**src/rtl/calu_pkg.sv**
```systemverilog
`default_nettype none

package calu_pkg;

	typedef enum logic [4:0] {
		OP_ADD   = 5'd0,
		OP_ADC   = 5'd1,
		OP_SUB   = 5'd2,
		OP_SBC   = 5'd3,
		OP_AND   = 5'd4,
		OP_XOR   = 5'd5,
		OP_OR    = 5'd6,
		OP_CP    = 5'd7,
		OP_INC8  = 5'd8,
		OP_DEC8  = 5'd9,
		OP_DAA   = 5'd10,
		OP_CPL   = 5'd11,
		OP_SCF   = 5'd12,
		OP_CCF   = 5'd13,
		OP_ADDHL = 5'd14,
		OP_ADDSP = 5'd15,
		OP_INC16 = 5'd16,
		OP_DEC16 = 5'd17
	} op_t;

	localparam logic [7:0]  DAA_LO_ADJ   = 8'h06;
	localparam logic [7:0]  DAA_HI_ADJ   = 8'h60;
	localparam logic [7:0]  DAA_HI_LIMIT = 8'h99;
	localparam logic [3:0]  DAA_LO_LIMIT = 4'h9;
	localparam logic [3:0]  NIB_MAX      = 4'hF;

	typedef struct packed {
		logic [4:0]  req_type;
		logic [15:0] first_operand;
		logic [15:0] second_operand;
		logic        zero_in;
		logic        negative_in;
		logic        half_in;
		logic        carry_in;
	} req_t;

	typedef struct packed {
		logic [15:0] result_value;
		logic        zero_out;
		logic        negative_out;
		logic        half_out;
		logic        carry_out;
	} rsp_t;

endpackage

`default_nettype wire

```
**src/rtl/calu_req_if.sv**
```systemverilog
`default_nettype none

interface calu_req_if;
	logic        valid;
	logic        ready;
	logic [4:0]  req_type;
	logic [15:0] first_operand;
	logic [15:0] second_operand;
	logic        zero_in;
	logic        negative_in;
	logic        half_in;
	logic        carry_in;

	modport source (
		output valid, req_type, first_operand, second_operand,
		output zero_in, negative_in, half_in, carry_in,
		input  ready
	);

	modport sink (
		input  valid, req_type, first_operand, second_operand,
		input  zero_in, negative_in, half_in, carry_in,
		output ready
	);
endinterface

`default_nettype wire

```
**src/rtl/calu_rsp_if.sv**
```systemverilog
`default_nettype none

interface calu_rsp_if;
	logic        valid;
	logic        ready;
	logic [15:0] result_value;
	logic        zero_out;
	logic        negative_out;
	logic        half_out;
	logic        carry_out;

	modport source (
		output valid, result_value, zero_out, negative_out, half_out, carry_out,
		input  ready
	);

	modport sink (
		input  valid, result_value, zero_out, negative_out, half_out, carry_out,
		output ready
	);
endinterface

`default_nettype wire

```
**src/rtl/calu_core.sv**
```systemverilog
`default_nettype none

module calu_core (
	input  calu_pkg::req_t op_req,
	output calu_pkg::rsp_t op_rsp
);

	logic [15:0] p;
	logic [7:0]  a;
	logic [7:0]  b;
	logic        cin;
	logic        t;
	logic [8:0]  sum9;
	logic [4:0]  hsum5;
	logic [8:0]  diff9;
	logic [4:0]  hdiff5;
	logic [7:0]  inc8;
	logic [7:0]  dec8;
	logic [7:0]  daa_adj;
	logic        daa_lo;
	logic        daa_hi;
	logic [7:0]  daa_res;
	logic [16:0] hl_sum;
	logic [12:0] hl_half;
	logic [15:0] sp_sum;
	logic [4:0]  sp_half;
	logic [8:0]  sp_carry;

	assign p   = op_req.first_operand;
	assign a   = op_req.first_operand[7:0];
	assign b   = op_req.second_operand[7:0];
	assign cin = op_req.carry_in;
	assign t   = ((op_req.req_type == calu_pkg::OP_ADC) ||
		(op_req.req_type == calu_pkg::OP_SBC)) ? cin : 1'b0;

	assign sum9   = {1'b0, a} + {1'b0, b} + {8'd0, t};
	assign hsum5  = {1'b0, a[3:0]} + {1'b0, b[3:0]} + {4'd0, t};
	assign diff9  = {1'b0, a} - {1'b0, b} - {8'd0, t};
	assign hdiff5 = {1'b0, a[3:0]} - {1'b0, b[3:0]} - {4'd0, t};
	assign inc8   = a + 8'd1;
	assign dec8   = a - 8'd1;

	// Decimal adjust: after a subtraction only the incoming H and C pick the correction.
	assign daa_lo  = op_req.half_in | (~op_req.negative_in & (a[3:0] > calu_pkg::DAA_LO_LIMIT));
	assign daa_hi  = cin | (~op_req.negative_in & (a > calu_pkg::DAA_HI_LIMIT));
	assign daa_adj = (daa_lo ? calu_pkg::DAA_LO_ADJ : 8'd0) |
		(daa_hi ? calu_pkg::DAA_HI_ADJ : 8'd0);
	assign daa_res = op_req.negative_in ? (a - daa_adj) : (a + daa_adj);

	assign hl_sum   = {1'b0, p} + {1'b0, op_req.second_operand};
	assign hl_half  = {1'b0, p[11:0]} + {1'b0, op_req.second_operand[11:0]};
	assign sp_sum   = p + {{8{b[7]}}, b};
	assign sp_half  = {1'b0, p[3:0]} + {1'b0, b[3:0]};
	assign sp_carry = {1'b0, p[7:0]} + {1'b0, b};

	always_comb begin
		op_rsp.result_value = p;
		op_rsp.zero_out     = op_req.zero_in;
		op_rsp.negative_out = op_req.negative_in;
		op_rsp.half_out     = op_req.half_in;
		op_rsp.carry_out    = cin;
		unique case (op_req.req_type)
			calu_pkg::OP_ADD, calu_pkg::OP_ADC: begin
				op_rsp.result_value = {8'd0, sum9[7:0]};
				op_rsp.zero_out     = (sum9[7:0] == 8'd0);
				op_rsp.negative_out = 1'b0;
				op_rsp.half_out     = hsum5[4];
				op_rsp.carry_out    = sum9[8];
			end
			calu_pkg::OP_SUB, calu_pkg::OP_SBC, calu_pkg::OP_CP: begin
				if (op_req.req_type != calu_pkg::OP_CP) begin
					op_rsp.result_value = {8'd0, diff9[7:0]};
				end
				op_rsp.zero_out     = (diff9[7:0] == 8'd0);
				op_rsp.negative_out = 1'b1;
				op_rsp.half_out     = hdiff5[4];
				op_rsp.carry_out    = diff9[8];
			end
			calu_pkg::OP_AND: begin
				op_rsp.result_value = {8'd0, a & b};
				op_rsp.zero_out     = ((a & b) == 8'd0);
				op_rsp.negative_out = 1'b0;
				op_rsp.half_out     = 1'b1;
				op_rsp.carry_out    = 1'b0;
			end
			calu_pkg::OP_XOR: begin
				op_rsp.result_value = {8'd0, a ^ b};
				op_rsp.zero_out     = ((a ^ b) == 8'd0);
				op_rsp.negative_out = 1'b0;
				op_rsp.half_out     = 1'b0;
				op_rsp.carry_out    = 1'b0;
			end
			calu_pkg::OP_OR: begin
				op_rsp.result_value = {8'd0, a | b};
				op_rsp.zero_out     = ((a | b) == 8'd0);
				op_rsp.negative_out = 1'b0;
				op_rsp.half_out     = 1'b0;
				op_rsp.carry_out    = 1'b0;
			end
			calu_pkg::OP_INC8: begin
				op_rsp.result_value = {8'd0, inc8};
				op_rsp.zero_out     = (inc8 == 8'd0);
				op_rsp.negative_out = 1'b0;
				op_rsp.half_out     = (a[3:0] == calu_pkg::NIB_MAX);
			end
			calu_pkg::OP_DEC8: begin
				op_rsp.result_value = {8'd0, dec8};
				op_rsp.zero_out     = (dec8 == 8'd0);
				op_rsp.negative_out = 1'b1;
				op_rsp.half_out     = (a[3:0] == 4'd0);
			end
			calu_pkg::OP_DAA: begin
				op_rsp.result_value = {8'd0, daa_res};
				op_rsp.zero_out     = (daa_res == 8'd0);
				op_rsp.half_out     = 1'b0;
				op_rsp.carry_out    = daa_hi;
			end
			calu_pkg::OP_CPL: begin
				op_rsp.result_value = {8'd0, ~a};
				op_rsp.negative_out = 1'b1;
				op_rsp.half_out     = 1'b1;
			end
			calu_pkg::OP_SCF: begin
				op_rsp.negative_out = 1'b0;
				op_rsp.half_out     = 1'b0;
				op_rsp.carry_out    = 1'b1;
			end
			calu_pkg::OP_CCF: begin
				op_rsp.negative_out = 1'b0;
				op_rsp.half_out     = 1'b0;
				op_rsp.carry_out    = ~cin;
			end
			calu_pkg::OP_ADDHL: begin
				op_rsp.result_value = hl_sum[15:0];
				op_rsp.negative_out = 1'b0;
				op_rsp.half_out     = hl_half[12];
				op_rsp.carry_out    = hl_sum[16];
			end
			calu_pkg::OP_ADDSP: begin
				op_rsp.result_value = sp_sum;
				op_rsp.zero_out     = 1'b0;
				op_rsp.negative_out = 1'b0;
				op_rsp.half_out     = sp_half[4];
				op_rsp.carry_out    = sp_carry[8];
			end
			calu_pkg::OP_INC16: begin
				op_rsp.result_value = p + 16'd1;
			end
			calu_pkg::OP_DEC16: begin
				op_rsp.result_value = p - 16'd1;
			end
			default: begin
				op_rsp.result_value = p;
			end
		endcase
	end

endmodule

`default_nettype wire

```
**src/rtl/cpu_alu_with_flags_unit.sv**
```systemverilog
`default_nettype none

// Channel  Modport  Transaction content
// req      sink     req_type, first_operand, second_operand, zero/negative/half/carry_in
// rsp      source   result_value, zero/negative/half/carry_out
//
// Each transaction passes an input register and then a result register before its
// result appears on rsp; one transaction is taken every cycle unless req backs up.
// The ALU itself is a single combinational pass between the two registers.
// Reset clears only the two valid bits; payload registers are not reset.
// A stall on rsp holds the result register, and req backs up only when both
// registers are full.

module cpu_alu_with_flags_unit (
	input  wire logic   clk,
	input  wire logic   arst_n,
	calu_req_if.sink    req,
	calu_rsp_if.source  rsp
);

	calu_pkg::req_t req_s1;
	calu_pkg::rsp_t rsp_s2;
	calu_pkg::rsp_t core_rsp;
	logic           valid_s1;
	logic           valid_s2;
	logic           adv_s2;
	logic           adv_s1;

	assign adv_s2    = ~valid_s2 | rsp.ready;
	assign adv_s1    = ~valid_s1 | adv_s2;
	assign req.ready = adv_s1;

	always_ff @(posedge clk or negedge arst_n) begin
		if (!arst_n) begin
			valid_s1 <= 1'b0;
			valid_s2 <= 1'b0;
		end else begin
			if (adv_s1) begin
				valid_s1 <= req.valid;
			end
			if (adv_s2) begin
				valid_s2 <= valid_s1;
			end
		end
	end

	always_ff @(posedge clk) begin
		if (adv_s1 && req.valid) begin
			req_s1.req_type       <= req.req_type;
			req_s1.first_operand  <= req.first_operand;
			req_s1.second_operand <= req.second_operand;
			req_s1.zero_in        <= req.zero_in;
			req_s1.negative_in    <= req.negative_in;
			req_s1.half_in        <= req.half_in;
			req_s1.carry_in       <= req.carry_in;
		end
		if (adv_s2 && valid_s1) begin
			rsp_s2 <= core_rsp;
		end
	end

	calu_core u_core (
		.op_req (req_s1),
		.op_rsp (core_rsp)
	);

	assign rsp.valid        = valid_s2;
	assign rsp.result_value = rsp_s2.result_value;
	assign rsp.zero_out     = rsp_s2.zero_out;
	assign rsp.negative_out = rsp_s2.negative_out;
	assign rsp.half_out     = rsp_s2.half_out;
	assign rsp.carry_out    = rsp_s2.carry_out;

endmodule

`default_nettype wire

```
**src/flat_wrapper.sv**
```systemverilog
// flat-port wrapper written by rule: the top's interface ports become plain ports
module cpu_alu_with_flags_unit_flat 
  (clk, arst_n, req_valid, req_req_type, req_first_operand, req_second_operand, req_zero_in, req_negative_in, req_half_in, req_carry_in, req_ready, rsp_valid, rsp_result_value, rsp_zero_out, rsp_negative_out, rsp_half_out, rsp_carry_out, rsp_ready);
  calu_req_if req_i ();
  calu_rsp_if rsp_i ();
  input  wire logic clk;
  input  wire logic arst_n;
  input wire logic [$bits(req_i.valid)-1:0] req_valid;
  input wire logic [$bits(req_i.req_type)-1:0] req_req_type;
  input wire logic [$bits(req_i.first_operand)-1:0] req_first_operand;
  input wire logic [$bits(req_i.second_operand)-1:0] req_second_operand;
  input wire logic [$bits(req_i.zero_in)-1:0] req_zero_in;
  input wire logic [$bits(req_i.negative_in)-1:0] req_negative_in;
  input wire logic [$bits(req_i.half_in)-1:0] req_half_in;
  input wire logic [$bits(req_i.carry_in)-1:0] req_carry_in;
  output wire logic [$bits(req_i.ready)-1:0] req_ready;
  output wire logic [$bits(rsp_i.valid)-1:0] rsp_valid;
  output wire logic [$bits(rsp_i.result_value)-1:0] rsp_result_value;
  output wire logic [$bits(rsp_i.zero_out)-1:0] rsp_zero_out;
  output wire logic [$bits(rsp_i.negative_out)-1:0] rsp_negative_out;
  output wire logic [$bits(rsp_i.half_out)-1:0] rsp_half_out;
  output wire logic [$bits(rsp_i.carry_out)-1:0] rsp_carry_out;
  input wire logic [$bits(rsp_i.ready)-1:0] rsp_ready;
  assign req_i.valid = req_valid;
  assign req_i.req_type = req_req_type;
  assign req_i.first_operand = req_first_operand;
  assign req_i.second_operand = req_second_operand;
  assign req_i.zero_in = req_zero_in;
  assign req_i.negative_in = req_negative_in;
  assign req_i.half_in = req_half_in;
  assign req_i.carry_in = req_carry_in;
  assign req_ready = req_i.ready;
  assign rsp_valid = rsp_i.valid;
  assign rsp_result_value = rsp_i.result_value;
  assign rsp_zero_out = rsp_i.zero_out;
  assign rsp_negative_out = rsp_i.negative_out;
  assign rsp_half_out = rsp_i.half_out;
  assign rsp_carry_out = rsp_i.carry_out;
  assign rsp_i.ready = rsp_ready;
  cpu_alu_with_flags_unit u_core (.clk(clk), .arst_n(arst_n), .req(req_i), .rsp(rsp_i));
endmodule
```
**config.mk**
```make
export PLATFORM = sky130hd
export DESIGN_NAME = cpu_alu_with_flags_unit_flat
export DESIGN_NICKNAME = d
export VERILOG_FILES = /design/src/rtl/calu_pkg.sv /design/src/rtl/calu_req_if.sv /design/src/rtl/calu_rsp_if.sv /design/src/rtl/calu_core.sv /design/src/rtl/cpu_alu_with_flags_unit.sv /design/src/flat_wrapper.sv
export SDC_FILE = /design/constraint.sdc
export NUM_CORES = 1
export LEC_CHECK = 0
export BUFFER_PORTS_ARGS = -buffer_cell sky130_fd_sc_hd__buf_2
export CORE_MARGIN = 4
export CORE_UTILIZATION = 55
export DETAILED_ROUTE_END_ITERATION = 8
export PLACE_DENSITY = 0.78
export SLEW_MARGIN = 20
export SYNTH_ARGS = -nofsm -noshare
export SYNTH_HDL_FRONTEND = slang
export SYNTH_SLANG_ARGS = --single-unit
```
**constraint.sdc**
```tcl
create_clock -name clk -period 4.4 [get_ports clk]
set_clock_uncertainty 0.05 [all_clocks]
set_input_delay 0.22 -clock clk [delete_from_list [all_inputs] [get_ports clk]]
set_output_delay 0.22 -clock clk [all_outputs]
set_load 0.01 [all_outputs]
```
==> qor.yml, run 1 <==
utilization: 0.6718
finalSetupViolations: 0
path_max_fanout: 5
power_density_nw_per_um2: 322.9
netlist_top_cells_area: "sky130_fd_sc_hd__edfxtp_1, sky130_fd_sc_hd__ha_1, sky130_fd_sc_hd__xnor2_1, sky130_fd_sc_hd__a21oi_1, sky130_fd_sc_hd__nor2_1"
worst-slew-pin-transition_ps: 1064
timing.final.hold_violations: 0
syn_nets: 820
via_per_inst: 6.732
h_tree_depth: 3
ctsRootBufferMaster: "sky130_fd_sc_hd__clkbuf_16"
cts_buffer_depth: 2
clock_insertion_delay_worst_skew_ps: 350
synth_edf_count: 61
netlist.area_leader.share: 0.2923
min_period_over_period: 0.9784
grt_max_degree: 42
irDropWorstVdd_mv: 0.3740
setup_total_negative_slack_ps: 0
n_antenna_cell: 0
timing.slew.headroom: 0.2838
die_x_extent_um: 114.7
synthMostInstantiatedCell: "sky130_fd_sc_hd__ha_1"
slew_violations: 0
start_kind: "flip-flop"
gr-usage-all-layers: 0.3544
seqCellArea_um2: 1882
core.rowCount: 38
leakage_uw: 0.003107
yosysUniqueCellTypes: 70
max_cap_viol_count: 0
post_synth.cell_area_avg_um2: 8.951
die_h_um: 114.7
first_pass_grt_wire_length_mm: 35.25
crit_type: "reg -> reg"
postSynthRegisterBits: 63
crit_path_top_delay_cell: "sky130_fd_sc_hd__or4_1"
firstDrtPassIters: 6
cp.required_ps: 4440
hpwlAfterDp_mm: 17.60
numPortBuffers: 66
routedWlPerCell_um: 24.69
routed_wirelength_mm: 23.31
yosys-top-cells-count: "sky130_fd_sc_hd__ha_1, sky130_fd_sc_hd__edfxtp_1, sky130_fd_sc_hd__a21oi_1"
die_area_um2: 13160
synth_sequential_area_ratio: 0.3003
via_total_after_detailed_routing: 6355
clock_sinks: 63
fill_cells: 879
slowest_delay_ps: 480
initialDrtViolationCount: 741
holdCritPathClass: "in -> reg"
async_reset_ff_frac: 0.03175
design.portCount: 67
drive_gt1_frac: 0.1891
crit_chain: "inv_2, ha_1, nand3_2, or4_1, a31oi_2, ha_1, a21o_1, or3_4, o211ai_2, a31oi_1, a311o_1, a21oi_2, xor3_1, a221oi_1, o21ai_1"
initial_antenna_violation_count: 0
reg_to_reg_setup_timing_slack_ps: 90
synthDominantAreaCellType: "sky130_fd_sc_hd__edfxtp_1"
start_util: 0.5705
core_region_area_um2: 10980
final_antenna_net_count: 0
multi_input_area_um2: 4149
crit_path_end_kind: "flip-flop"
synth_area_um2: 6266
place.gp.congestion: 1.032
clk_pin_slew_worst_paths_ps: 60
vias_in_the_first_global_route: 6072
ys_warn_count: 0
overflow: 0
drt_drc_violations_left: 0
layout-area-overhead-vs-synth_pct: 17.75
final_net_count: 919
timing.final.crit_period_ps: 4305
run_status: "finished, final reports clean"
synth_ff_type: "sky130_fd_sc_hd__edfxtp_1"
maximum_clock_rate_mhz: 232.3
post_synth_inst_count: 700
cts_tree: "done"
critical_path_arrival_ps: 4340
critical-path-top-cell-by-count: "sky130_fd_sc_hd__ha_1"
number_of_clock_buffers_inserted_by_tritoncts: 9
registers in the layout (all words and copies together) (netlist names):
signal                   flops
u_core.rsp.zero_out          1
u_core.valid_s1              1
u_core.rsp.half_out          1
u_core.rsp.negative_out      1
u_core.rsp.carry_out         1
u_core.rsp.valid             1
u_core.req_s1               41
u_core.rsp.result_value     16
logic make-up (layout without fill, tap and decap cells):
family                     count (synthesis)  in the layout  share of synthesized area
AOI/OAI and AO/OA                        225            225                     0.2434
xor gates and xnor gates                  58             58                    0.08586
adders and majority gates                 75             75                     0.1546
buffers and inverters                     68            172                    0.04233
DFF                                       63             63                     0.3003
muxes                                      6              6                    0.01018
and+or+nand+nor                          205            205                     0.1633
worst max-delay path: cells and delay by family, from the launching register on:
| kind | cells | cell delay (ps) |
|---|---|---|
| AO/OA/AOI/OAI | 8 | 1710 |
| AND/OR/NAND/NOR | 3 | 980 |
| adder cells (fa/ha/maj) | 2 | 520 |
| flip-flops | 1 | 400 |
| XOR/XNOR | 1 | 240 |
| buffers and inverters | 1 | 130 |
area by class of cell:
cell class                 count  area share
clock buffer                  10     0.03103
clock inverter                 6    0.008309
inverter                      42     0.02188
multi-input combinational    569      0.5623
sequential                    63      0.2550
tap                          140     0.02374
timing repair buffer         114     0.09768
worst paths after layout:
kind | start | cells after the start | endpoint
setup / recovery | u_core.req_s1[4] | 15 | u_core.rsp.result_value[15]
hold / removal | req_first_operand[0] | 1 | u_core.req_s1[20]
setup reg to reg | u_core.req_s1[4] | 15 | u_core.rsp.result_value[15]
hold reg to reg | u_core.valid_s1 | 1 | u_core.rsp.valid
max in group asynchronous | arst_n | 2 | u_core.valid_s1
min in group asynchronous | arst_n | 2 | u_core.rsp.valid
what timing repair did:
action / CTS / global route
hold endpoints to repair: 12 / 1
setup buffers: 0 / 2
setup endpoints to repair: 0 / 2
resized for setup: 0 / 7
hold buffers: 11 / 1
routing by layer:
metal	track usage	wire, um	vias to the layer above
met3	0.1189	3165	78
met4	0.1252	835	0
met5	0	0	-
li1	-	-	2837
met1	0.5010	9441	2932
met2	0.5076	9866	508
stage by stage:
stage | hold WS (ps) | std cells | setup slack (ps) | total power, uW | cell area (um^2)
detailed placement | -43.12 | 914 | 76.50 | 1619 | 6927
global route | 1.713 | 944 | -19.08 | 2479 | 7378
floorplan | -125.6 | 700 | 205.4 | 1331 | 6266
global placement | -46.08 | 914 | 269.1 | 1595 | 6927
finish | 1.484 | 944 | 94.95 | 2383 | 7378
CTS | 0.1285 | 941 | 71.71 | 2342 | 7327
report_power, final:
| part | switching (uW) | internal, uW |
|---|---|---|
| Clock | 280 | 436 |
| Sequential | 37.7 | 722 |
| Combinational | 553 | 355 |
| Total | 870 | 1510 |
cells in the final DEF, fill, tap and decap left out, types with 6 or more instances in the layout:
master / Yosys / layout
sky130_fd_sc_hd__a21o_1: 17 / 17
sky130_fd_sc_hd__inv_1: 39 / 37
sky130_fd_sc_hd__buf_4: 0 / 36
sky130_fd_sc_hd__o31ai_1: 7 / 7
sky130_fd_sc_hd__a21oi_1: 55 / 54
sky130_fd_sc_hd__o21ai_0: 36 / 36
sky130_fd_sc_hd__a31oi_1: 14 / 13
sky130_fd_sc_hd__nor3_1: 23 / 23
sky130_fd_sc_hd__a221oi_1: 9 / 9
sky130_fd_sc_hd__nor4_1: 7 / 6
sky130_fd_sc_hd__edfxtp_1: 61 / 61
sky130_fd_sc_hd__ha_1: 71 / 71
sky130_fd_sc_hd__buf_2: 8 / 66
sky130_fd_sc_hd__a211oi_1: 6 / 6
sky130_fd_sc_hd__nor2_1: 51 / 51
sky130_fd_sc_hd__nand3_1: 16 / 14
sky130_fd_sc_hd__xor2_1: 17 / 17
sky130_fd_sc_hd__clkbuf_16: 0 / 9
sky130_fd_sc_hd__a22oi_1: 9 / 9
sky130_fd_sc_hd__nand2b_1: 10 / 10
sky130_fd_sc_hd__xnor2_1: 38 / 38
sky130_fd_sc_hd__o21a_1: 10 / 10
sky130_fd_sc_hd__nand2_1: 48 / 48
sky130_fd_sc_hd__and3_1: 8 / 8
sky130_fd_sc_hd__dlygate4sd3_1: 0 / 12
sky130_fd_sc_hd__o21ai_1: 6 / 6
sky130_fd_sc_hd__nand4_1: 8 / 8
Power figures use the tool's default switching activity.
==> inputs of run 2 (changes only) <==
ABC_AREA = 1   (was default)
==> qor.yml, run 2 <==
run_status: "finished, final reports clean"
initialDrtViolationCount: 878  # +18%
leakage_uw: 0.003733  # +20%
cts_buffer_depth: 2  # unchanged
timing.slew.headroom: 0.3144  # +0.03061
finalSetupViolations: 0  # unchanged
place.gp.congestion: 1.055  # +2.3%
holdCritPathClass: "in -> reg"
start_util: 0.5626  # -0.007949
h_tree_depth: 3  # unchanged
vias_in_the_first_global_route: 6388  # +5.2%
numPortBuffers: 66  # unchanged
path_max_fanout: 8  # +3
registers.top_by_ff_count: "u_core.req_s1"
n_antenna_cell: 0  # unchanged
cts_tree: "done"
synth_area_um2: 6424  # +2.5%
max_cap_viol_count: 0  # unchanged
final_net_count: 1119  # +22%
r2r_cells: 19  # +4
total_power_uw: 2563  # +7.6%
rsz_0062_raised_after_global_routing: "no"
via_per_inst: 5.911  # -12%
overflow: 0  # unchanged
reg_to_reg_setup_timing_slack_ps: 360  # +260 ps
timing.final.hold_violations: 0  # unchanged
setup_total_negative_slack_ps: 0  # unchanged
drive_gt1_frac: 0.1355  # -0.05360
clk_pin_slew_worst_paths_ps: 60  # about the same
first_pass_grt_wire_length_mm: 34.23  # -2.9%
routed_wirelength_mm: 21.94  # -5.9%
hpwlAfterDp_mm: 16.77  # -4.7%
yosysUniqueCellTypes: 48  # -31%
holdPathStages: 1  # unchanged
clock_insertion_delay_worst_skew_ps: 350  # about the same
syn_nets: 1006  # +23%
slew_violations: 0  # unchanged
post_synth_inst_count: 886  # +27%
crit_path_end_kind: "flip-flop"
fill_cells: 1025  # +17%
utilization: 0.6714  # about the same
synth_edf_count: 61  # unchanged
die_x_extent_um: 116.1  # +1.2%
layout-area-overhead-vs-synth_pct: 19.34
clock_sinks: 63  # unchanged
initial_antenna_violation_count: 0  # unchanged
grt_max_degree: 30  # -29%
ys_warn_count: 0  # unchanged
number_of_clock_buffers_inserted_by_tritoncts: 9  # unchanged
post_synth.cell_area_avg_um2: 7.250  # -19%
start_kind: "flip-flop"
firstDrtPassIters: 6  # unchanged
crit_type: "reg -> reg"
cp.required_ps: 4440  # about the same
synth_ff_type: "sky130_fd_sc_hd__edfxtp_1"
netlist_top_cells_area: "sky130_fd_sc_hd__edfxtp_1, sky130_fd_sc_hd__ha_1, sky130_fd_sc_hd__nand2_1, sky130_fd_sc_hd__inv_1, sky130_fd_sc_hd__nand3_1"
via_total_after_detailed_routing: 6780  # +6.7%
die_h_um: 116.1  # +1.2%
postSynthRegisterBits: 63  # unchanged
netlist.area_leader.share: 0.2852  # -0.007174
final_antenna_net_count: 0  # unchanged
max_reg_flops: 41  # unchanged
slowest_delay_ps: 560  # +80 ps
most-common-layout-cells: "sky130_fd_sc_hd__nand2_1, sky130_fd_sc_hd__inv_1, sky130_fd_sc_hd__nand3_1, sky130_fd_sc_hd__ha_1"
ctsRootBufferMaster: "sky130_fd_sc_hd__clkbuf_16"
crit_chain: "inv_2, nand2_1, nor3_1, inv_1, fa_1, inv_1, ha_1, nor2_1, inv_1, fa_1, nand3_1, nand2_1, nand4_1, o211ai_1, or2_2, nand3_1, nand3_1, nor2_1, nand2_1"
worst-slew-pin-transition_ps: 1002  # -62.02 ps
die_area_um2: 13470  # +2.3%
critical_path_arrival_ps: 4080  # -260 ps
core.rowCount: 39  # +2.6%
synthMostInstantiatedCell: "sky130_fd_sc_hd__nand2_1"
core_region_area_um2: 11420  # +4.0%
timing.final.crit_period_ps: 4041  # -264.4 ps
crit_path_top_delay_cell: "sky130_fd_sc_hd__fa_1"
irDropWorstVdd_mv: 0.4457  # +19%
drt_drc_violations_left: 0  # unchanged
synthDominantAreaCellType: "sky130_fd_sc_hd__edfxtp_1"
min_period_over_period: 0.9183  # -0.06008
layout_commonest_cell: "sky130_fd_sc_hd__nand2_1"
yosys-top-cells-count: "sky130_fd_sc_hd__nand2_1, sky130_fd_sc_hd__inv_1, sky130_fd_sc_hd__nand3_1"
gr-usage-all-layers: 0.3375  # -0.01691
maximum_clock_rate_mhz: 247.5  # +6.5%
design.portCount: 67  # unchanged
power_density_nw_per_um2: 334.4  # +3.5%
routedWlPerCell_um: 19.12  # -23%
synth_sequential_area_ratio: 0.2929  # -0.007371
async_reset_ff_frac: 0.03175  # unchanged
==> run 2: cell types whose count changed after synthesis, sizes merged, moves of 17 or more <==
cell / before / now
nand2: 48 / 239
inv: 42 / 126
nand3: 16 / 77
xnor2: 40 / 8
a21oi: 60 / 40
nor2: 52 / 71
nand4: 8 / 25
==> run 2: layout make-up <==
cell class | count | area, um^2 | area share
inverters | 126 | 473.0 | 0.06169
well taps | 143 | 178.9 | 0.02334
flip-flops and latches | 63 | 1882 | 0.2455
clock inverters | 7 | 127.6 | 0.01665
repair buffers | 111 | 760.7 | 0.09923
clock buffers | 9 | 225.2 | 0.02938
multi-input cells | 688 | 4019 | 0.5242
==> run 2: cells by family after synthesis <==
| logic type | count (synthesis) | share of synthesized area |
|---|---|---|
| XOR/XNOR | 32 | 0.04363 |
| buffers and inverters | 135 | 0.08200 |
| adder cells (fa/ha/maj) | 75 | 0.1508 |
| AO/OA/AOI/OAI | 130 | 0.1200 |
| AND/OR/NAND/NOR | 451 | 0.3107 |
| flip-flops | 63 | 0.2929 |
==> run 2: worst max-delay path: cells and delay by family, from the launching register on <==
kind	cells	cell delay, ps
buffers and inverters	4	380
adder cells (fa/ha/maj)	3	1160
AND/OR/NAND/NOR	11	1550
AO/OA/AOI/OAI	1	100
flip-flops	1	530
==> run 2: where the power goes <==
part	switching [uW]	internal, uW	leakage (uW)
logic	593	323	0.00295
clock network	302	562	0.000173
registers	45.3	737	0.000611
==> run 2: routing by layer <==
layer / vias up / wire length, um / GRT usage / share of wire
li1: 3231 / - / - / -
met1: 3107 / 9158 / 0.4763 / 0.42
met2: 386 / 9665 / 0.5079 / 0.44
met3: 56 / 2465 / 0.07676 / 0.11
met4: 0 / 645 / 0.1222 / 0.029
met5: - / 0 / 0 / 0
==> run 2: path summary, 6_finish.rpt <==
kind	startpoint	end
setup / recovery	u_core.req_s1[40]	u_core.rsp.carry_out
hold / removal	req_zero_in	u_core.req_s1[3]
setup reg to reg	u_core.req_s1[40]	u_core.rsp.carry_out
hold reg to reg	u_core.valid_s1	u_core.rsp.valid
max in group asynchronous	arst_n	u_core.valid_s1
min in group asynchronous	arst_n	u_core.rsp.valid
==> run 2: stage by stage <==
step | instances | hold slack (ps) | cell area [um^2] | worst slack (ps)
4_1_cts | 1146 | 1.179 | 7656 | 450.2
2_1_floorplan | 886 | -125.6 | 6424 | 988.7
3_5_place_dp | 1094 | -40.83 | 6943 | 471.1
5_1_grt | 1147 | 1.289 | 7666 | 178.1
6_report | 1147 | 1.228 | 7666 | 359.3
3_3_place_gp | 1094 | -43.52 | 6943 | 546.7
==> run 2: what timing repair did <==
action | in CTS | in global routing
buffers inserted | 0 | 0
endpoints found under the setup margin | 0 | 0
resized for setup | 0 | 0
hold buffers | 36 | 1
hold endpoints to repair | 37 | 1
